### src/rtl/pal_pkg.sv
// Shared types and constants of the paged linear allocator.
// Depends on nothing; imported by every module of the block.
package pal_pkg;

   localparam int SIZE_W     = 25;
   localparam int ALIGN_W    = 5;
   localparam int FENCE_W    = 64;
   localparam int STATUS_W   = 2;
   localparam int PAGE_OUT_W = 6;
   localparam int ALU_W      = 64;
   localparam int AMASK_W    = 32;
   localparam int OFF_W      = 34;

   localparam logic [SIZE_W-1:0] PAGE_SIZE_RESET = 25'd65536;

   localparam logic ACT_ALLOC   = 1'b0;
   localparam logic ACT_DISCARD = 1'b1;

   localparam logic [STATUS_W-1:0] STATUS_OK       = 2'd0;
   localparam logic [STATUS_W-1:0] STATUS_OVERSIZE = 2'd1;
   localparam logic [STATUS_W-1:0] STATUS_NO_PAGE  = 2'd2;

   typedef enum logic [3:0] {
      ST_IDLE,
      ST_SIZE,
      ST_OFF,
      ST_FIT,
      ST_RWAIT,
      ST_RCHK,
      ST_FWAIT,
      ST_TAKE,
      ST_DWAIT,
      ST_DISC,
      ST_DONE
   } state_type;

   typedef enum logic [1:0] {
      ALU_PASS,
      ALU_ADD,
      ALU_ALIGN
   } alu_op_type;

   typedef struct packed {
      alu_op_type       op;
      logic [ALU_W-1:0] a;
      logic [ALU_W-1:0] b;
      logic [ALU_W-1:0] limit;
   } alu_req_type;

   typedef struct packed {
      logic push;
      logic pop;
   } fifo_ctl_type;

endpackage

### src/rtl/pal_fifo.sv
// Ring-buffer queue with one write port, one read port and a registered head read.
// Depends on pal_pkg for the push and pop control type.
module pal_fifo
   import pal_pkg::*;
#(
   parameter int DEPTH = 64,
   parameter int WIDTH = 6
)
(
   input  logic                         clock,
   input  logic                         reset,
   input  fifo_ctl_type                 ctl,
   input  logic [WIDTH-1:0]             push_data,
   output logic [WIDTH-1:0]             head_data,
   output logic [$clog2(DEPTH+1)-1:0]   count
);

   localparam int PTR_W = $clog2(DEPTH);
   localparam int CNT_W = $clog2(DEPTH+1);

   logic [WIDTH-1:0] mem [DEPTH];
   logic [WIDTH-1:0] head_data_ff;
   logic [PTR_W-1:0] head_ff, head_in;
   logic [PTR_W-1:0] tail_ff, tail_in;
   logic [CNT_W-1:0] count_ff, count_in;
   logic             do_push;
   logic             do_pop;

   always_comb begin
      do_push  = ctl.push && (count_ff != CNT_W'(DEPTH));
      do_pop   = ctl.pop && (count_ff != '0);
      head_in  = head_ff;
      tail_in  = tail_ff;
      count_in = count_ff + CNT_W'(do_push) - CNT_W'(do_pop);
      if (do_push) begin
         tail_in = (tail_ff == PTR_W'(DEPTH - 1)) ? '0 : tail_ff + 1'b1;
      end
      if (do_pop) begin
         head_in = (head_ff == PTR_W'(DEPTH - 1)) ? '0 : head_ff + 1'b1;
      end
   end

   always_ff @(posedge clock) begin
      if (do_push) begin
         mem[tail_ff] <= push_data;
      end
      head_data_ff <= mem[head_ff];
   end

   always_ff @(posedge clock) begin
      if (reset) begin
         head_ff  <= '0;
         tail_ff  <= '0;
         count_ff <= '0;
      end else begin
         head_ff  <= head_in;
         tail_ff  <= tail_in;
         count_ff <= count_in;
      end
   end

   assign head_data = head_data_ff;
   assign count     = count_ff;

endmodule

### config.mk
export PLATFORM = sky130hd
export DESIGN_NAME = pal_fifo
export DESIGN_NICKNAME = d
export VERILOG_FILES = /design/src/rtl/pal_pkg.sv /design/src/rtl/pal_fifo.sv
export SDC_FILE = /design/constraint.sdc
export NUM_CORES = 1
export LEC_CHECK = 0
export BUFFER_PORTS_ARGS = -buffer_cell sky130_fd_sc_hd__buf_2
export CORE_MARGIN = 3
export CORE_UTILIZATION = 59
export CTS_BUF_LIST = sky130_fd_sc_hd__clkbuf_8
export DETAILED_ROUTE_END_ITERATION = 8
export GPL_TIMING_DRIVEN = 0
export HOLD_SLACK_MARGIN = 0.12
export PLACE_DENSITY = 0.8
export SLEW_MARGIN = 20
export SYNTH_ARGS = -nofsm -noshare
export SYNTH_HDL_FRONTEND = slang
export SYNTH_SLANG_ARGS = --single-unit
### constraint.sdc
create_clock -name clock -period 2.9 [get_ports clock]
set_input_delay 0.145 -clock clock [delete_from_list [all_inputs] [get_ports clock]]
set_output_delay 0.145 -clock clock [all_outputs]
set_load 0.02 [all_outputs]
* Word-level counts from Yosys, hierarchy flattened
Memory sizes are Yosys's and may differ from the RTL's. A register that Yosys moved wholly into a read port is not among the register bits.
Cells that the tools add are included.
** Cells by class
- $add $sub $neg :: 4
- Eq/ne operators :: 3
- Mux-type cells :: 4
- Reductions and logical operators :: 3
** Operators with widths (count)
- adder 6 x 1 -> 6 bit (second input constant) :: 2
- equality test 6 bit (second input constant) :: 2
- two-way mux 6 bit :: 2
- adder 7 x 1 -> 7 bit :: 1
- inequality test 7 bit (second input constant) :: 1
- nonzero test 7 bit :: 1
- subtractor 7 x 1 -> 7 bit :: 1
- logical AND 1 bit :: 2
- two-way mux 1 bit :: 2
** Storage, ports and cells
- Register bits after elaboration :: 19
- Memory bits (writable) :: 384
- Bits of input ports :: 10
- Output and inout port bits :: 13
- Logic and storage cells :: 18
- Memories :: 1
** Memory list
- mem :: words 64, width 6, rd ports 1, clocked after Yosys merged registers in 1, write ports 1, line pal_fifo.sv:21 : logic [WIDTH-1:0] mem [DEPTH];

* Longest topological paths before layout
Gate-level depths: netlist of the first run.
- Depth after elaboration :: 4
- Mapped depth :: 17
- Mapped depth without buffers :: 16

* Least setup slack after synthesis of the first run
No wires, ideal clock.
- Path type :: reg2reg
- Start :: reg count_ff[2] (netlist: count[2])
- End :: reg count_ff[6] (netlist: count[6])
- Library setup time :: 0.122 ns
- Arrival :: 2.827 ns
- Required time :: 2.778 ns
- Slack :: -0.049 ns
- Stages on the path, launching flop included :: 18
- Buffers on the path :: 1
- Period minus slack after synthesis :: 2.949 ns
- Cell sequence :: dfxtp_1 -> inv_1 -> ha_1 -> nand4bb_1 -> o21a_1 -> buf_2 -> inv_1 -> ha_1 -> inv_1 -> ha_1 -> inv_1 -> fa_1 -> nand2b_1 -> a21oi_1 -> o21ai_0 -> a21oi_1 -> or3_1 -> a21oi_1
** On the way
- Word-level cells in the longest chain between the ends :: 4
- Elaborated cells between the ends (all ways) :: 6
- Classes of those cells :: add/sub: 2; eq/ne: 1; reduce/logical: 3
** Ends and longest elaborated chain
- start, declared :: line pal_fifo.sv:25 : logic [CNT_W-1:0] count_ff, count_in;
- start signal, assigned :: line pal_fifo.sv:58 : count_ff <= count_in;
- inequality test 7 bit :: line pal_fifo.sv:30 : do_push = ctl.push && (count_ff != CNT_W'(DEPTH));
- logical AND 1 bit :: line pal_fifo.sv:30
- adder 7 x 1 -> 7 bit :: line pal_fifo.sv:34 : count_in = count_ff + CNT_W'(do_push) - CNT_W'(do_pop);
- subtractor 7 x 1 -> 7 bit (*) :: line pal_fifo.sv:34
Mark *: on every way between the ends. The rest lies on a longest branch, timed or not.
A chain may end at the register's enable or synchronous reset.

* Final worst setup path of the first run
- Start :: reg count_ff[3] (netlist: count[3])
- End :: mem mem[31][3] (enable)
** On the way
- Word-level cells in the longest chain between the ends :: 4
** Ends and longest elaborated chain
- inequality test 7 bit :: line pal_fifo.sv:30
- logical AND 1 bit :: line pal_fifo.sv:30
- two-way mux 1 bit :: line pal_fifo.sv:44 : if (do_push) begin
- two-way mux 1 bit (not written as such) :: line pal_fifo.sv:45 : mem[tail_ff] <= push_data;
- end, declared :: line pal_fifo.sv:21
No other way between the ends.

==> metrics.yaml, run 1 <==
drt:
  wl_per_cell_um: 26.1
  num_vias: 8631
  ant_nets: 0
  vias_per_cell: 6.39
  wirelength_um: 35300
  first_iter_violations: 1002
  drc_errors: 0
  firstDrtPassIters: 8
placed_design:
  pre_cts_slack_ns: -0.315
  hpwl_um: 21800
  place_congestion: 0.895
  io_buffers: 22
timing:
  rsz0062_at_grt: "yes"
  max_slew_margin_pct: 31.6
  finalWorstSetupSlack_ns: -0.0557
  clock_skew_ns: 0.0266
  final-setup-viol-count: 12
  worst_pin_slew_ns: 1.02
  fin_hold_ws_ns: 0.128
  max_freq_mhz: 338
  period_share_pct: 102
  hold_viol: 0
  fin_setup_tns_ns: -0.508
  slew_viol_final: 0
  period_needed_ns: 2.96
status:
  violations: "setup timing"
  status: "finished with violations"
critical_path:
  path_class: "reg -> reg"
  r2r-start: "count[3]"
  reg2reg_depth: 8
  crit_end: "mem[31][3]"
  r2r_slack_ns: -0.06
  r2r_end: "mem[31][3]"
  endpoint_kind: "flip-flop"
  cp.required_ns: 3.15
  cp-startpoint: "count[3]"
  crit_arrival_ns: 3.20
  critPathLaunchType: "flip-flop"
  crit_path_max_fanout: 10
job:
  maxCapViolations: 0
clocking:
  clk_pin_slew_ns: 0.06
  cts_tree: "done"
  cts_buffers: 66
  clock-sinks: 409
  clock_insertion_delay_worst_skew_ns: 0.58
  htree_levels: 3
  clockBufferDepth: 3
  root_buffer: "clkbuf_8"
logic_synthesis:
  netlist_top_cells_count: "384 x edfxtp_1, 91 x nor2_1, 72 x mux4_2"
  synth-edff-count: 384
  synth_fp_nets: 889
  yosys.cell_count.top_type: "edfxtp_1"
  ys_top_cells_by_area: "edfxtp_1 71%, mux4_2 10%, dfxtp_1 3.1%"
  ys_seq_area_share_pct: 74.1
  yosysWarnings: 0
  ys_ff_latch: 409
  synthArstFlopShare_pct: 0
  synth_top_area_cell: "edfxtp_1"
  ys_types: 52
  ys.flop_type: "edfxtp_1"
  synth_cells: 867
  yosysTopAreaCellShare_pct: 71.0
  synth.avg_cell_area_um2: 18.7
  syn_area_um2: 16200
die:
  die_h_um: 172
  initial_utilization_pct: 60.1
  rows: 60
  die_w_um: 172
  die_area_um2: 29500
  core_um2: 27000
  num_io_pins: 23
global_route:
  grt_pass1_wl_um: 52900
  antenna_found_initial: 0
  grt_overflow: 0
  grt_pass1_vias: 8732
  track_usage_pct: 24.6
  grt_max_degree: 65
worst_hold_path:
  hold_path_class: "in -> reg"
power:
  leakagePower_uw: 0.00572
  total_power_uw: 13700
  p_per_area_nw_per_um2: 758
  vdd_drop_max_v: 0.000659
final_layout:
  fill_cells: 1703
  seqCellArea_um2: 12000
  drive_gt1_share_pct: 23.3
  multi_input_area_um2: 3890
  syn2layout_area_growth_pct: 11.4
  nets: 982
  diodes: 0
==> power breakdown <==
group	total [uW]	internal [uW]	leakage (uW)	switching (uW)
clock network	4580	2380	0.000664	2210
registers	6670	6590	0.00366	75.9
logic	2450	1090	0.00140	1360
==> registers in the layout, indices dropped and copies added (netlist names) <==
signal     flops
mem          384
count          7
head_data      6
tail_ff        6
head_ff        6
==> worst min path at each step <==
| stage | from | to | slack [ns] | cells after the start |
|---|---|---|---|---|
| finish | push_data[5] | mem[6][5] | 0.13 | 1 |
| global route | push_data[5] | mem[10][5] | 0.14 | 1 |
| CTS | ctl[1] | tail_ff[0] | 0.20 | 6 |
| detailed placement | reset | count[6] | 0.46 | 2 |
| global placement | reset | count[6] | 0.45 | 2 |
| floorplan | reset | count[4] | 0.21 | 1 |
==> metrics by stage <==
stage | cell area, um^2 | std cells | util, %
finish | 18100 | 1350 | 66.9
global placement | 16800 | 1230 | 62.1
global route | 18100 | 1350 | 66.9
CTS | 18000 | 1350 | 66.7
floorplan | 16200 | 867 | -
detailed placement | 16800 | 1230 | 62.1
==> cell usage in the layout (no fill, tap or decap), types with 4 or more instances in the layout <==
cell type | Yosys | final
buf_4 | 7 | 15
dfxtp_1 | 25 | 21
nand2_1 | 24 | 24
clkbuf_8 | 0 | 68
clkinv_2 | 0 | 10
o21a_1 | 7 | 6
a21oi_1 | 26 | 24
clkbuf_1 | 17 | 16
mux4_2 | 72 | 72
nor2_1 | 91 | 85
dfxtp_2 | 0 | 4
mux2i_1 | 48 | 48
nor3_1 | 7 | 7
edfxtp_1 | 384 | 384
o2bb2ai_1 | 5 | 5
clkinv_1 | 1 | 20
a221oi_1 | 7 | 7
nand3b_1 | 4 | 4
nand3_1 | 11 | 11
nor2_2 | 0 | 6
buf_6 | 9 | 10
nor2b_1 | 6 | 6
o221ai_1 | 10 | 10
inv_1 | 13 | 24
xor2_1 | 7 | 7
xnor2_1 | 6 | 6
mux4_1 | 4 | 4
mux2_2 | 5 | 5
a22oi_1 | 14 | 14
ha_1 | 11 | 10
buf_2 | 11 | 26
==> kinds of logic (layout without fill, tap and decap cells) <==
logic type,count (synthesis),after routing,share of synthesized area [%]
DFF,409,409,74.1
and+or+nand+nor,160,160,4.38
muxes,129,129,13.9
AOI/OAI and AO/OA,84,84,3.73
buffers and inverters,60,202,2.15
xor gates and xnor gates,13,13,0.701
adders and majority gates,12,12,0.971
==> layout make-up <==
type	count	share of cell area, %
buffer	45	1.65
clock inverter	49	1.52
inverter	14	0.291
clock buffer	68	5.18
tap	341	2.36
sequential	409	66.6
multi-input combinational	398	21.5
timing repair buffer	26	0.886
==> worst max-delay path, stage by stage, from the launching register on <==
cell,delay (ns)
dfxtp_2,0.35
inv_1,0.07
ha_2,0.17
nand4bb_1,0.12
o21a_1,0.14
buf_6,0.11
nand4_1,0.79
or2_1,0.60
inv_1,0.27
==> layer usage <==
| layer | routed length, um | part of all wire, % | GRT usage (%) | up-vias |
|---|---|---|---|---|
| li1 | - | - | - | 3669 |
| met1 | 13500 | 38 | 34.1 | 4322 |
| met2 | 17000 | 48 | 38.4 | 557 |
| met3 | 3730 | 11 | 6.72 | 83 |
| met4 | 1080 | 3.0 | 9.13 | 0 |
| met5 | 0 | 0 | 0 | - |
==> what timing repair did <==
action,CTS,global route
buffers inserted,2,0
gates resized for setup,6,11
endpoints found under the setup margin,74,77
pin swaps,2,3
hold endpoints to repair,10,0
hold buffers,2,0
Note: power is estimated with default switching activity, not from simulation.
==> inputs of run 2 (changes only) <==
--- a/config.mk
+++ b/config.mk
@@ -6,9 +6,12 @@
 export NUM_CORES = 1
 export LEC_CHECK = 0
 export BUFFER_PORTS_ARGS = -buffer_cell sky130_fd_sc_hd__buf_2
+export CELL_PAD_IN_SITES_DETAIL_PLACEMENT = 1
+export CELL_PAD_IN_SITES_GLOBAL_PLACEMENT = 1
 export CORE_MARGIN = 3
-export CORE_UTILIZATION = 59
+export CORE_UTILIZATION = 52
 export CTS_BUF_LIST = sky130_fd_sc_hd__clkbuf_8
+export CTS_CLUSTER_DIAMETER = 60
 export DETAILED_ROUTE_END_ITERATION = 8
 export GPL_TIMING_DRIVEN = 0
 export HOLD_SLACK_MARGIN = 0.12
==> constraint.sdc (replaced) <==
create_clock -name clock -period 2.9 [get_ports clock]
set_input_delay 0.58 -clock clock [delete_from_list [all_inputs] [get_ports clock]]
set_output_delay 0.58 -clock clock [all_outputs]
set_load 0.02 [all_outputs]
==> run 2 against run 1 <==
Net effect:
- setup slack better by 0.072 ns
- power is 2.0% higher
- core utilization decreased by 7.0 points
- maximum frequency grew 2.5%
- global-route usage grew 0.13 points
- wire length rose by 15%
- final area rose by 1.5%
- sequential power barely moved
- final cell count increased by 5.4%
- flip-flop and latch count did not move
- clock power is 0.9% higher
- die area increased by 13%
- the run now ends clean
- highest routed layer unchanged
==> metrics.yaml, run 2 (synthesis gave the netlist of run 1 again) <==
timing:
  clock_skew_ns: 0.0248
  hold_viol: 0
  rsz0062_at_grt: "yes"
  slew_viol_final: 0
  period_share_pct: 99.4
  period_needed_ns: 2.88
  final-setup-viol-count: 0
  max_slew_margin_pct: 30.8
  finalWorstSetupSlack_ns: 0.0163
  max_freq_mhz: 347
  worst_pin_slew_ns: 1.03
  fin_setup_tns_ns: 0
clocking:
  clk_pin_slew_ns: 0.06
  cts_buffers: 68
  clock_insertion_delay_worst_skew_ns: 0.60
  root_buffer: "clkbuf_8"
  htree_levels: 3
  clock-sinks: 409
  clockBufferDepth: 3
  ctsHoldBuffers: 0
  cts_tree: "done"
die:
  num_io_pins: 23
  core_um2: 30700
  die_w_um: 183
  die_h_um: 183
  die_area_um2: 33400
  initial_utilization_pct: 52.9
  rows: 64
placed_design:
  place_inst: 1285
  hpwl_um: 25300
  io_buffers: 22
  place_congestion: 0.863
  pre_cts_slack_ns: -0.414
final_layout:
  fill_cells: 2711
  nets: 994
  mostFrequentLayoutCell: "edfxtp_1"
  syn2layout_area_growth_pct: 13.1
  regMostFlops: "mem"
  diodes: 0
  drive_gt1_share_pct: 27.5
  layoutNonFillerInstCount: 1423
  layout_common_cells: "384 x edfxtp_1, 74 x clkbuf_8, 72 x mux4_2"
  final_util_pct: 59.9
  largest_reg_flops: 384
drt:
  drc_errors: 0
  wl_per_cell_um: 28.4
  first_iter_violations: 913
  firstDrtPassIters: 5
  vias_per_cell: 6.19
  num_vias: 8808
  wirelength_um: 40400
  ant_nets: 0
power:
  leakagePower_uw: 0.00586
  p_per_area_nw_per_um2: 761
  vdd_drop_max_v: 0.000599
critical_path:
  crit_chain: "clkbuf_1, nor2b_1, nand3_1, nor2_1"
  endpoint_kind: "flip-flop"
  path_class: "reg -> reg"
  cp_slowest_stage_delay_ns: 0.78
  r2r_slack_ns: 0.02
  cp_top_family: "simple AND/OR/NAND/NOR gates"
  critPathLaunchType: "flip-flop"
  cp.buffers_inverters: 1
  crit_path_max_fanout: 8
  critPathSlowestCell: "nand3_1"
  cp.required_ns: 3.11
  crit_arrival_ns: 3.10
global_route:
  grt_pass1_wl_um: 60200
  grt_overflow: 0
  track_usage_pct: 24.7
  grt_max_degree: 65
  grt_pass1_vias: 9417
  antenna_found_initial: 0
status:
  status: "finished, final reports clean"
job:
  maxCapViolations: 0
worst_hold_path:
  hold_path_class: "in -> reg"
## run 2: changes by cell type in the layout (fill, tap and decap cells not counted), moves of 4 or more
cell | previous run | this run
nor2_2 | 6 | 32
buf_4 | 15 | 27
inv_1 | 24 | 40
clkbuf_8 | 68 | 74
nor2_1 | 85 | 59
inv_2 | 1 | 5
clkinv_1 | 20 | 9
clkinv_2 | 10 | 6
## run 2: metal layers
layer,global-route usage [%],part of all wire [%],wire length [um]
met1,32.8,40,16100
met2,39.5,49,19900
met3,6.32,7.6,3060
met4,10.1,3.5,1400
met5,0,0,0
## run 2: where the power goes
part           leakage [uW]  switching [uW]  internal (uW)
sequential          0.00366            81.0           6590
clock              0.000753            2260           2360
combinational       0.00144            1480           1190
total               0.00586            3830          10100
## run 2: worst paths after layout
kind,to,depth (start not counted),from
max reg2reg,mem[53][2],4,tail_ff[2]
min reg2reg,tail_ff[1],3,tail_ff[0]
max,mem[53][2],4,tail_ff[2]
min,count[6],2,reset
## run 2: area by class of cell
cell class	instances	area [um^2]	area share, %
clock inverter	51	216	1.18
timing repair buffer	36	230	1.25
clock buffer	74	1020	5.55
inverter	14	55.1	0.300
multi-input combinational	398	4010	21.8
tap	396	495	2.70
sequential	409	12000	65.6
buffer	45	299	1.63
## run 2: what timing repair did
| item | 4_1_cts | 5_1_grt |
|---|---|---|
| setup endpoints to repair | 138 | 175 |
| cloned | 0 | 0 |
| hold endpoints to repair | 0 | 0 |
| gates resized for setup | 21 | 37 |
| buffers inserted | 2 | 12 |
| pin swaps | 3 | 10 |
## run 2: per-stage QoR
stage	instance area, um^2	total power [uW]	hold slack (ns)
floorplan	16200	8440	0.549
global placement	16800	9120	0.563
detailed placement	16800	9210	0.582
CTS	18100	13800	0.273
global route	18400	14500	0.287
finish	18400	14000	0.309
