`config.mk`:
```
export PLATFORM = sky130hd
export DESIGN_NAME = pal_alu
export DESIGN_NICKNAME = d
export VERILOG_FILES = /design/src/rtl/pal_pkg.sv /design/src/rtl/pal_alu.sv
export SDC_FILE = /design/constraint.sdc
export NUM_CORES = 1
export LEC_CHECK = 0
export BUFFER_PORTS_ARGS = -buffer_cell sky130_fd_sc_hd__clkbuf_2
export CORE_MARGIN = 5
export CORE_UTILIZATION = 48
export DETAILED_ROUTE_END_ITERATION = 10
export GPL_TIMING_DRIVEN = 0
export PLACE_DENSITY = 0.86
export SYNTH_ARGS = -nofsm -noshare
export SYNTH_HDL_FRONTEND = slang
export SYNTH_SLANG_ARGS = --single-unit
```
`constraint.sdc`:
```
create_clock -name vclk -period 5.6
set_clock_uncertainty 0.05 [all_clocks]
set_input_delay 0.28 -clock vclk [all_inputs]
set_output_delay 0.28 -clock vclk [all_outputs]
set_load 0.02 [all_outputs]
```
`src/rtl/pal_pkg.sv`:
```
// Shared types and constants of the paged linear allocator.
// Depends on nothing; imported by every module of the block.
package pal_pkg;

   localparam int SIZE_W     = 25;
   localparam int ALIGN_W    = 5;
   localparam int FENCE_W    = 64;
   localparam int STATUS_W   = 2;
   localparam int PAGE_OUT_W = 6;
   localparam int ALU_W      = 64;
   localparam int AMASK_W    = 32;
   localparam int OFF_W      = 34;

   localparam logic [SIZE_W-1:0] PAGE_SIZE_RESET = 25'd65536;

   localparam logic ACT_ALLOC   = 1'b0;
   localparam logic ACT_DISCARD = 1'b1;

   localparam logic [STATUS_W-1:0] STATUS_OK       = 2'd0;
   localparam logic [STATUS_W-1:0] STATUS_OVERSIZE = 2'd1;
   localparam logic [STATUS_W-1:0] STATUS_NO_PAGE  = 2'd2;

   typedef enum logic [3:0] {
      ST_IDLE,
      ST_SIZE,
      ST_OFF,
      ST_FIT,
      ST_RWAIT,
      ST_RCHK,
      ST_FWAIT,
      ST_TAKE,
      ST_DWAIT,
      ST_DISC,
      ST_DONE
   } state_type;

   typedef enum logic [1:0] {
      ALU_PASS,
      ALU_ADD,
      ALU_ALIGN
   } alu_op_type;

   typedef struct packed {
      alu_op_type       op;
      logic [ALU_W-1:0] a;
      logic [ALU_W-1:0] b;
      logic [ALU_W-1:0] limit;
   } alu_req_type;

   typedef struct packed {
      logic push;
      logic pop;
   } fifo_ctl_type;

endpackage

```
`src/rtl/pal_alu.sv`:
```
// Shared add, align and compare unit of the paged linear allocator.
// Depends on pal_pkg for the request type and operation codes.
module pal_alu
   import pal_pkg::*;
(
   input  alu_req_type      alu_req,
   output logic [ALU_W-1:0] alu_result,
   output logic             alu_gt
);

   logic [ALU_W-1:0] sum;

   always_comb begin
      sum = alu_req.a + alu_req.b;
      case (alu_req.op)
         ALU_PASS:  alu_result = alu_req.a;
         ALU_ADD:   alu_result = sum;
         ALU_ALIGN: alu_result = sum & ~alu_req.b;
         default:   alu_result = alu_req.a;
      endcase
      alu_gt = (alu_result > alu_req.limit);
   end

endmodule

```
# Yosys cells after proc, flatten, opt, wreduce, memory -nomap -nowiden
# Cells that the tools add are included.
dict set report op_classes {
  bitwise_logic 2
  magnitude_cmp 1
  n_addsub 1
  eq_ne 2
  mux 1
}
# op n
set op_table {}
lappend op_table {{$pmux 64 s2} 1}
lappend op_table {{$add 64x64->64} 1}
lappend op_table {{$and 64x64->64} 1}
lappend op_table {{$gt 64x64->1} 1}
lappend op_table {{$not 64->64} 1}
lappend op_table {{$eq 2x1->1 const B} 1}
lappend op_table {{$eq 2x2->1 const B} 1}
dict set report word_totals {
  regBits 0
  elab_cells 7
}

# Longest topological paths before layout
# Gate-level depths: netlist of the first run.
dict set report logic_depth {
  word_depth 4
  ltp_mapped 25
}

# Worst setup path after synthesis of the first run
# Ideal clock, no wire load.
dict set report synth_path {
  kind {input to output}
  startpoint {input port alu_req[74] in the netlist's numbering}
  endpoint {output port alu_gt}
  path_buffers 1
  t_required_ps 5270
  path_stages 22
  slack_ps 559
  t_arrival_ps 4711
  path_cell_list {ha_1 > buf_2 > a21o_1 > a21o_1 > a21o_1 > nor3_1 > a21oi_2 > a31oi_1 > or3_1 > nand2_1 > xnor2_1 > o31ai_1 > ha_1 > a21o_1 > a21o_1 > a211oi_1 > nor2_1 > a211oi_1 > o21ai_0 > a221o_1 > a221oi_1 > a31oi_1}
}
dict set report synth_via {
  elab_chain_len 4
  word_cells_on_any_way 5
  classes_between {add/sub (1); order compare (1); mux (1); bitwise (2)}
}
# item line
set synth_lines {}
lappend synth_lines {{from (decl)} pal_alu.sv:6} ;# input alu_req_type alu_req,
lappend synth_lines {{$add 64x64->64 (*)} pal_alu.sv:14} ;# sum = alu_req.a + alu_req.b;
lappend synth_lines {{$and 64x64->64} pal_alu.sv:18} ;# ALU_ALIGN: alu_result = sum & ~alu_req.b;
lappend synth_lines {{$pmux 64 s2 (*)} pal_alu.sv:15} ;# case (alu_req.op)
lappend synth_lines {{net alu_result[37]} pal_alu.sv:7} ;# output logic [ALU_W-1:0] alu_result,
lappend synth_lines {{$gt 64x64->1 (*)} pal_alu.sv:21} ;# alu_gt = (alu_result > alu_req.limit);
lappend synth_lines {{to (decl)} pal_alu.sv:8} ;# output logic alu_gt
# The timed path passes the listed nets; every way through them passes the cells marked *.

# Worst setup path after layout of the first run
dict set report layout_path {
  startpoint {input port alu_req[192] in the netlist's numbering}
  endpoint {output port alu_gt}
}
dict set report layout_via {
  elab_chain_len 3
  word_cells_on_any_way 4
  classes_between {order compare (1); eq/ne (2); mux (1)}
}
# item line
set layout_lines {}
lappend layout_lines {{$eq 2x2->1 / $eq 2x1->1 (equally long branches)} pal_alu.sv:15}
lappend layout_lines {{$pmux 64 s2 (*)} pal_alu.sv:15}
lappend layout_lines {{$gt 64x64->1 (*)} pal_alu.sv:21}
# Every way passes the cells marked *; elsewhere a longest branch is shown, timed or not.

==> results by group, run 1 <==
STA
  • Hold Vio Cnt, Final: 0
  • Fin Hold WS: 894 ps
  • F_max: 184 MHz
  • Pins Over Slew Limit: 0
  • Setup-failing EPs final: 0
  • Slew @ Worst Pin: 785 ps
  • Tcrit/Tclk final: 97.0%
  • Setup_tns: 0 ps
  • Final min period: 5430 ps
  • Rel. slew slack: 47.7%

Yosys
  • Synth Area in Compound Gates: 37.5%
  • Largest family of logic cells by synthesized area: compound AO/OA/AOI/OAI gates
  • Proportion of synthesized area in mux cells: 0%
  • Synth warn: 0
  • Synthesized area per cell: 6.47 µm²
  • Simple-Gate Fraction of Synth Area: 21.8%
  • Synth cell types: 67
  • Area contributors post-synth: ha_1 24%, a21oi_1 7.9%, a21o_1 7.1%
  • Synth top area share: 23.9%
  • Sequential share of the synthesized area: 0%
  • Net Count, Synth: 1377
  • Synth Instances: 1052
  • Synth Area in XOR/XNOR: 7.33%
  • Syn Std Cell Area: 0.00681 mm²
  • Adder-cell share of the synthesized area: 24.2%
  • Cell taking the most area after synthesis: ha_1

Placement
  • # port buffers: 259
  • DP HPWL: 23200 µm
  • Placed inst area: 0.00833 mm²
  • Inst Count DP: 1491
  • Placer Congestion: 0.960

GRT
  • Aggregate global routing overflow: 0
  • First-pass GRT wire length: 42100 µm
  • Initial antenna violation count: 0
  • Vias in the first global route: 8521
  • Largest net degree at the start of global routing: 11
  • GR Util All Layers: 30.7%

Worst setup path
  • Critical path data required time: 5270 ps
  • Critical path depth in cells: 21
  • CP max-delay cell: clkbuf_1
  • Worst path top cell family by delay: compound AO/OA/AOI/OAI gates
  • Max FO, Critical Path: 10
  • WP buf/inv: 6
  • Worst Path Arrival: 5100 ps
  • Kind of critical path: in -> out
  • Critical Path Sink Type: output port
  • Crit-path max cell delay: 660 ps
  • Crit path cell chain: clkbuf_2 -> inv_1 -> ha_1 -> clkbuf_1 -> clkbuf_1 -> clkbuf_1 -> nand2_1 -> o31ai_1 -> ha_1 -> nor2b_1 -> o21ai_0 -> nand2b_1 -> a21oi_1 -> nor2_1 -> a211oi_1 -> o221ai_1 -> nand2_1 -> o2111ai_1 -> a221oi_4 -> a31oi_1 -> clkbuf_2
  • Startpoint types: primary input
  • Most used cell, CP: clkbuf_1

Floorplan
  • Core area: 0.0139 mm²
  • FP Rows: 43
  • Die Wd: 129 µm
  • Die area: 0.0167 mm²
  • Die height: 129 µm
  • Initial Utilization: 49.1%
  • Ports: 259

Layout
  • Most frequent cells in the layout: 259 x clkbuf_2, 130 x ha_1, 118 x inv_1
  • Final nets: 1645
  • Most common cell after layout, fill and taps aside: clkbuf_2
  • FILL cells: 1372
  • Clock buf count: 0
  • Seq_cells: 0
  • Final non-filler cell total: 1498
  • Layout cells sized above 1: 24.1%
  • ANT cells: 0
  • Fin area: 0.00856 mm²
  • Area grow syn2layout: 25.7%
  • Register area: 0 µm²

Detailed routing
  • Routed WL per cell: 18.4 µm
  • Via density: 5.94
  • DRT Pass-1 Iters: 5
  • Antenna Violating Nets Remaining: 0
  • Vias: 8898
  • WL final: 27500 µm
  • DR iter-0 viols: 795
  • Drt drc: 0

Pwr
  • PD cells: 127 mW/mm²
  • Power Total: 1.09 mW
  • P_leak: 4.65 nW
  • VDD IR max: 0.0000573 V

Worst hold path
  • Hold-critical path depth: 4
  • Hold Path Class: in -> out

Outcome
  • Status: finished, final reports clean

Run
  • Total of max-cap violations: 0
-- cell usage after synthesis, types with 3 or more instances --
cell type  count
a211oi_1      14
a21o_1        64
a21oi_1      108
a21oi_2        4
a221oi_1       3
a31oi_1        7
and2_1         5
and3_1         7
buf_2          6
clkbuf_1      39
ha_1         130
inv_1        118
nand2_1      112
nand2b_1       9
nand3_1       13
nand4_1       31
nor2_1        50
nor2b_1       44
nor3_1        12
nor4_1         5
o2111ai_1      4
o211ai_1       4
o21a_1         3
o21ai_0       82
o21ai_1       28
o21bai_1      15
o31ai_1       27
o41ai_1        3
or3_1          5
xnor2_1       32
xor2_1        25
-- kinds of logic (layout without fill, tap and decap cells) --
family                     after synthesis  count (layout)
AOI/OAI and AO/OA                      396             396
and+or+nand+nor                        304             304
adders and majority gates              131             131
buffers and inverters                  164             430
xor gates and xnor gates                57              57
-- routing by layer --
layer  track usage, %  share of wire (%)  vias up
met5                0                  0        -
met4             8.77                2.8        0
met3             3.30                8.7       75
met2             54.0                 47      453
met1             39.7                 41     4037
li1                 -                  -     4333
-- final cells by class --
cell class	instances	area, µm²	share of cell area (%)
Timing Repair Buffer	266	1350	15.8
Inverter	118	443	5.17
Multi-Input combinational cell	888	6370	74.3
Tap cell	180	225	2.63
Buffer	46	180	2.10
-- metrics by stage --
step | setup WS [ps] | utilization (%)
6_report | 167 | 61.7
5_1_grt | -38.6 | 61.7
4_1_cts | 4.71 | 60.2
3_5_place_dp | -227 | 60.0
3_3_place_gp | -237 | 60.0
2_1_floorplan | 559 | -
-- where the power goes --
group | total (mW) | switching [mW] | internal, mW
clock | 0 | 0 | 0
combinational | 1.09 | 0.669 | 0.418
sequential | 0 | 0 | 0
-- path summary, 6_finish.rpt --
check / to / from / slack, ps
worst max-delay path: alu_gt / alu_req[192] / 170
worst min-delay path: alu_result[58] / alu_req[186] / 890
-- timing repair --
action | CTS | global route
buffers inserted | 0 | 7
hold buffers | 0 | 0
pin swaps | 0 | 17
endpoints found under the setup margin | 1 | 1
gates resized for setup | 4 | 31
Note: power is estimated with default switching activity, not from simulation.
==> run 2: changes to the inputs <==
--- a/config.mk
+++ b/config.mk
@@ -6,11 +6,12 @@
 export NUM_CORES = 1
 export LEC_CHECK = 0
 export BUFFER_PORTS_ARGS = -buffer_cell sky130_fd_sc_hd__clkbuf_2
+export CAP_MARGIN = 0
 export CORE_MARGIN = 5
-export CORE_UTILIZATION = 48
+export CORE_UTILIZATION = 35
 export DETAILED_ROUTE_END_ITERATION = 10
 export GPL_TIMING_DRIVEN = 0
-export PLACE_DENSITY = 0.86
+export PLACE_DENSITY = 0.68
 export SYNTH_ARGS = -nofsm -noshare
 export SYNTH_HDL_FRONTEND = slang
 export SYNTH_SLANG_ARGS = --single-unit
==> run 2 against run 1 <==
Against the previous run:
- sequential share of layout area is the same
- worst setup slack gained 91 ps
- count of clock-buffer cells in the layout is the same
- non-clock buffer count grew 4
- worst hold slack lost 1.9 ps
- die area grew 34%
- total power grew 0.46%
- via count shrank 2.5%
- combinational power is essentially flat
- sequential cell count is the same
- fmax grew 1.7%
- core utilization shrank 16 points
- largest power group unchanged
==> results by group, run 2 (synthesis results as in run 1) <==
Outcome
  • Status: finished, final reports clean (unchanged)

Detailed routing
  • Drt drc: 0 (unchanged)
  • DRT Pass-1 Iters: 5 (unchanged)
  • DR iter-0 viols: 449 (was 795)
  • Vias: 8673 (was 8898)
  • Routed WL per cell: 17.7 µm (was 18.4 µm)
  • Antenna Violating Nets Remaining: 0 (unchanged)
  • WL final: 28100 µm (was 27500 µm)
  • Via density: 5.47 (was 5.94)

Floorplan
  • Die height: 150 µm (was 129 µm)
  • Die Wd: 150 µm (was 129 µm)
  • FP Rows: 51 (was 43)
  • Initial Utilization: 35.2% (was 49.1%)
  • Core area: 0.0193 mm² (was 0.0139 mm²)
  • Ports: 259 (unchanged)
  • Die area: 0.0224 mm² (was 0.0167 mm²)

Worst setup path
  • Worst Path Arrival: 5010 ps (was 5100 ps)
  • Max FO, Critical Path: 3 (was 10)
  • Kind of critical path: in -> out (unchanged)
  • Critical path data required time: 5270 ps (about the same)
  • Startpoint types: primary input (unchanged)
  • Critical Path Sink Type: output port (unchanged)

STA
  • Hold Vio Cnt, Final: 0 (unchanged)
  • Fin Hold WS: 892 ps (was 894 ps)
  • F_max: 187 MHz (was 184 MHz)
  • Slew @ Worst Pin: 829 ps (was 785 ps)
  • Rel. slew slack: 44.8% (was 47.7%)
  • Setup-failing EPs final: 0 (unchanged)
  • Final min period: 5340 ps (was 5430 ps)
  • Tcrit/Tclk final: 95.4% (was 97.0%)
  • Pins Over Slew Limit: 0 (unchanged)

Run
  • Total of max-cap violations: 0 (unchanged)

Pwr
  • Net Switching: 0.668 mW (was 0.669 mW)
  • Sw frac: 61.2% (was 61.6%)
  • Pint: 0.424 mW (was 0.418 mW)
  • Power Total: 1.09 mW (about the same)
  • Seq pwr share: 0% (about the same)
  • Clock share of power: 0% (about the same)
  • PD cells: 125 mW/mm² (was 127 mW/mm²)
  • VDD IR max: 0.0000524 V (was 0.0000573 V)
  • P_leak: 4.66 nW (was 4.65 nW)
  • Combinational share of power: 100.0% (about the same)

Layout
  • Layout cells sized above 1: 24.5% (was 24.1%)
  • FILL cells: 2064 (was 1372)
  • Final Util: 45.2% (was 61.7%)
  • Final nets: 1649 (was 1645)
  • ANT cells: 0 (unchanged)
  • Seq_cells: 0 (unchanged)
  • Most frequent cells in the layout: 258 x clkbuf_2, 127 x ha_1, 118 x inv_1 (was 259 x clkbuf_2, 130 x ha_1, 118 x inv_1)
  • Area grow syn2layout: 28.3% (was 25.7%)
  • Clock buf count: 0 (unchanged)
  • Most common cell after layout, fill and taps aside: clkbuf_2 (unchanged)
  • Fin area: 0.00874 mm² (was 0.00856 mm²)
  • Register area: 0 µm² (unchanged)
  • Final non-filler cell total: 1587 (was 1498)

Worst hold path
  • Hold Path Class: in -> out (unchanged)
  • Hold-critical path depth: 4 (unchanged)
  • Hold endpoint: alu_result[57] (was alu_result[58])
  • HP Start: alu_req[185] (was alu_req[186])

GRT
  • Largest net degree at the start of global routing: 11 (unchanged)
  • First-pass GRT wire length: 42300 µm (was 42100 µm)
  • GR Util All Layers: 23.3% (was 30.7%)
  • Vias in the first global route: 8221 (was 8521)
  • Initial antenna violation count: 1 (was 0)
  • Aggregate global routing overflow: 0 (unchanged)

Placement
  • # port buffers: 259 (unchanged)
  • DP HPWL: 23900 µm (was 23200 µm)
  • Inst Count DP: 1576 (was 1491)
  • Placed inst area: 0.00844 mm² (was 0.00833 mm²)
  • Placer Congestion: 0.928 (was 0.960)

Clocking
  • Hold-fix buffers, CTS: 0 (unchanged)
[run 2: changes by cell type in the layout (fill, tap and decap cells not counted), moves of 2 or more]
cell and change:
ha_1 -3, a211oi_1 -2, buf_4 +5, a21oi_2 -2, ha_4 +2, a21oi_1 +2
[run 2: critical path: stages]
cell,delay (ps)
clkbuf_2,110
ha_2,200
inv_1,50
fa_1,390
nor2b_2,170
o2111ai_1,160
a21o_1,240
a2111oi_4,410
o21ai_2,150
a211oi_4,280
o31ai_2,130
a21oi_2,220
buf_4,140
o31ai_1,60
xor2_1,160
o21ai_1,120
ha_1,190
a21oi_1,160
nor2b_1,60
o21ai_0,140
nand2b_1,80
a21oi_1,150
nor2b_1,60
o21ai_0,150
nand2b_1,110
a221oi_4,340
a31oi_1,90
buf_4,180
[run 2: layer usage]
metal	global-route usage [%]	wire [µm]	up-vias
met4	6.18	908	2
met2	39.5	12600	339
met3	3.12	2210	54
li1	-	-	4326
met1	31.2	12300	3952
met5	0	5	-
[run 2: area by class of cell]
cell class	instances	area (µm²)	share of cell area (%)
multi-input cells	888	6400	73.3
plain buffers	46	180	2.06
well taps	265	332	3.79
repair buffers	270	1380	15.8
inverters	118	443	5.07
[run 2: worst max-delay path by stage]
stage / start / endpoint / slack, ps / depth (start not counted)
floorplan: alu_req[74] / alu_gt / 560 / 22
global placement: alu_req[74] / alu_gt / -410 / 24
detailed placement: alu_req[74] / alu_gt / -420 / 24
CTS: alu_req[128] / alu_gt / 10 / 25
global route: alu_req[130] / alu_gt / -20 / 23
finish: alu_req[128] / alu_gt / 260 / 28
[run 2: power by group through the flow]
stage	combinational, mW	clock, mW	sequential [mW]
global route	1.20	0	0
floorplan	0.695	0	0
CTS	1.05	0	0
detailed placement	1.04	0	0
global placement	1.02	0	0
finish	1.09	0	0
[run 2: repair_timing]
action | CTS | global route
gates resized for setup | 8 | 34
pin swaps | 0 | 20
setup endpoints to repair | 1 | 1
setup buffers | 0 | 11
[run 2: per-stage QoR]
stage / setup TNS, ps / setup WS, ps
2_1_floorplan: 0 / 559
3_3_place_gp: -410 / -410
3_5_place_dp: -416 / -416
4_1_cts: 0 / 13.7
5_1_grt: -22.9 / -22.9
6_report: 0 / 258
==> run 3: changes to the inputs <==
--- a/config.mk
+++ b/config.mk
@@ -5,13 +5,13 @@
 export SDC_FILE = /design/constraint.sdc
 export NUM_CORES = 1
 export LEC_CHECK = 0
-export BUFFER_PORTS_ARGS = -buffer_cell sky130_fd_sc_hd__clkbuf_2
 export CAP_MARGIN = 0
 export CORE_MARGIN = 5
 export CORE_UTILIZATION = 35
 export DETAILED_ROUTE_END_ITERATION = 10
+export DONT_BUFFER_PORTS = 1
 export GPL_TIMING_DRIVEN = 0
-export PLACE_DENSITY = 0.68
+export PLACE_DENSITY = 0.57
 export SYNTH_ARGS = -nofsm -noshare
 export SYNTH_HDL_FRONTEND = slang
 export SYNTH_SLANG_ARGS = --single-unit
==> run 3 against run 2 <==
Against the previous run:
- core utilization fell by 6.4 points
- sequential share of layout area unchanged
- worst hold slack got worse by 210 ps
- first-iteration DRC count shrank 6.5%
- critical path type unchanged
==> results by group, run 3 (synthesis results as in run 1) <==
Placement
  • DP HPWL: 23200 µm (was 23900 µm)
  • Inst Count DP: 1317 (was 1576)
  • Post-placement setup slack: -692 ps (was -416 ps)
  • Placer Congestion: 0.907 (was 0.928)
  • # port buffers: 0 (was 259)

Layout
  • Layout cells sized above 1: 7.10% (was 24.5%)
  • ANT cells: 0 (unchanged)
  • Clock buf count: 0 (unchanged)
  • Final nets: 1383 (was 1649)
  • Most frequent cells in the layout: 129 x ha_1, 118 x inv_1, 111 x nand2_1 (was 258 x clkbuf_2, 127 x ha_1, 118 x inv_1)
  • Most common cell after layout, fill and taps aside: ha_1 (was clkbuf_2)
  • Area grow syn2layout: 10.1% (was 28.3%)
  • FILL cells: 2140 (was 2064)
  • Final non-filler cell total: 1321 (was 1587)
  • Multi-input gate area: 0.00651 mm² (was 0.00640 mm²)
  • Final Util: 38.8% (was 45.2%)
  • Seq_cells: 0 (unchanged)
  • Register area: 0 µm² (unchanged)

Worst hold path
  • Hold Path Class: in -> out (unchanged)
  • Hold-critical path depth: 2 (was 4)
  • HP Start: alu_req[186] (was alu_req[185])

GRT
  • Largest net degree at the start of global routing: 11 (unchanged)
  • First-pass GRT wire length: 41100 µm (was 42300 µm)
  • Vias in the first global route: 7313 (was 8221)
  • Initial antenna violation count: 0 (was 1)
  • GR Util All Layers: 23.0% (was 23.3%)
  • Aggregate global routing overflow: 0 (unchanged)

Worst setup path
  • Worst Path Arrival: 5040 ps (was 5010 ps)
  • CP max-delay cell: fa_1 (was a2111oi_4)
  • Critical path data required time: 5270 ps (about the same)
  • Crit-path max cell delay: 380 ps (was 410 ps)
  • Crit path cell chain: ha_1 -> inv_1 -> fa_1 -> nor2b_2 -> o2111ai_1 -> a21o_1 -> a2111oi_4 -> o21ai_2 -> a211oi_2 -> o31ai_1 -> a21oi_2 -> o2111ai_1 -> a21o_1 -> a32o_1 -> ha_1 -> nand4_1 -> nor4_4 -> and3_4 -> a221oi_4 -> a31oi_4
  • Worst setup path startpoint: alu_req[64] (was alu_req[128])
  • Critical Path Sink Type: output port (unchanged)
  • Critical path depth in cells: 20 (was 28)
  • Max FO, Critical Path: 3 (unchanged)
  • Startpoint types: primary input (unchanged)
  • Kind of critical path: in -> out (unchanged)
  • WP buf/inv: 1 (was 4)
  • Worst path top cell family by delay: compound AO/OA/AOI/OAI gates (unchanged)

Floorplan
  • Initial Utilization: 35.2% (unchanged)
  • FP Rows: 51 (unchanged)
  • Core area: 0.0193 mm² (unchanged)
  • Die area: 0.0224 mm² (unchanged)
  • Die height: 150 µm (unchanged)
  • Ports: 259 (unchanged)
  • Die Wd: 150 µm (unchanged)

Outcome
  • Status: finished, final reports clean (unchanged)

STA
  • Final worst slack: 232 ps (was 258 ps)
  • Fin Hold WS: 678 ps (was 892 ps)
  • Tcrit/Tclk final: 95.8% (was 95.4%)
  • Final min period: 5370 ps (was 5340 ps)
  • F_max: 186 MHz (was 187 MHz)
  • Pins Over Slew Limit: 0 (unchanged)
  • Slew @ Worst Pin: 1210 ps (was 829 ps)
  • Setup-failing EPs final: 0 (unchanged)
  • Rel. slew slack: 18.6% (was 44.8%)
  • Hold Vio Cnt, Final: 0 (unchanged)

Detailed routing
  • Routed WL per cell: 20.9 µm (was 17.7 µm)
  • DR iter-0 viols: 420 (was 449)
  • WL final: 27600 µm (was 28100 µm)
  • DRT Pass-1 Iters: 5 (unchanged)
  • Vias: 7606 (was 8673)
  • Antenna Violating Nets Remaining: 0 (unchanged)
  • Drt drc: 0 (unchanged)
  • Via density: 5.76 (was 5.47)

Pwr
  • VDD IR max: 0.0000430 V (was 0.0000524 V)
  • P_leak: 3.59 nW (was 4.66 nW)
  • PD cells: 130 mW/mm² (was 125 mW/mm²)
  • Power Total: 0.973 mW (was 1.09 mW)

Clocking
  • Hold-fix buffers, CTS: 0 (unchanged)

Run
  • Total of max-cap violations: 0 (unchanged)
[run 3: changes by cell type in the layout (fill, tap and decap cells not counted), sizes merged]
cell    before  now
clkbuf     297   38
buf         19   12
[run 3: metrics by stage]
| step | TNS, ps | instance area [µm²] |
|---|---|---|
| finish | 0 | 7500 |
| global route | -47.4 | 7500 |
| CTS | 0 | 7240 |
| detailed placement | -692 | 7140 |
| global placement | -751 | 7140 |
| floorplan | 0 | 6810 |
[run 3: where the power goes]
part	internal [mW]	switching [mW]
combinational	0.338	0.635
sequential	0	0
clock	0	0
[run 3: final cells by class]
type,count,area share (%)
Inverter,118,5.90
Multi-Input combinational cell,888,86.8
Buffer,46,2.44
Tap cell,265,4.42
Timing Repair Buffer,4,0.400
[run 3: routing by layer]
layer | global-route usage, % | part of all wire, % | vias up
li1 | - | - | 3805
met1 | 30.8 | 44 | 3509
met2 | 40.1 | 47 | 271
met3 | 4.27 | 8.5 | 21
met4 | 1.46 | 0.91 | 0
met5 | 0 | 0 | -
[run 3: path summary, 6_finish.rpt]
kind,to
max,alu_gt
min,alu_result[58]
[run 3: what timing repair did]
action / 4_1_cts / 5_1_grt
endpoints found under the setup margin: 1 / 1
pin swaps: 0 / 10
setup buffers: 0 / 4
gates resized for setup: 18 / 47
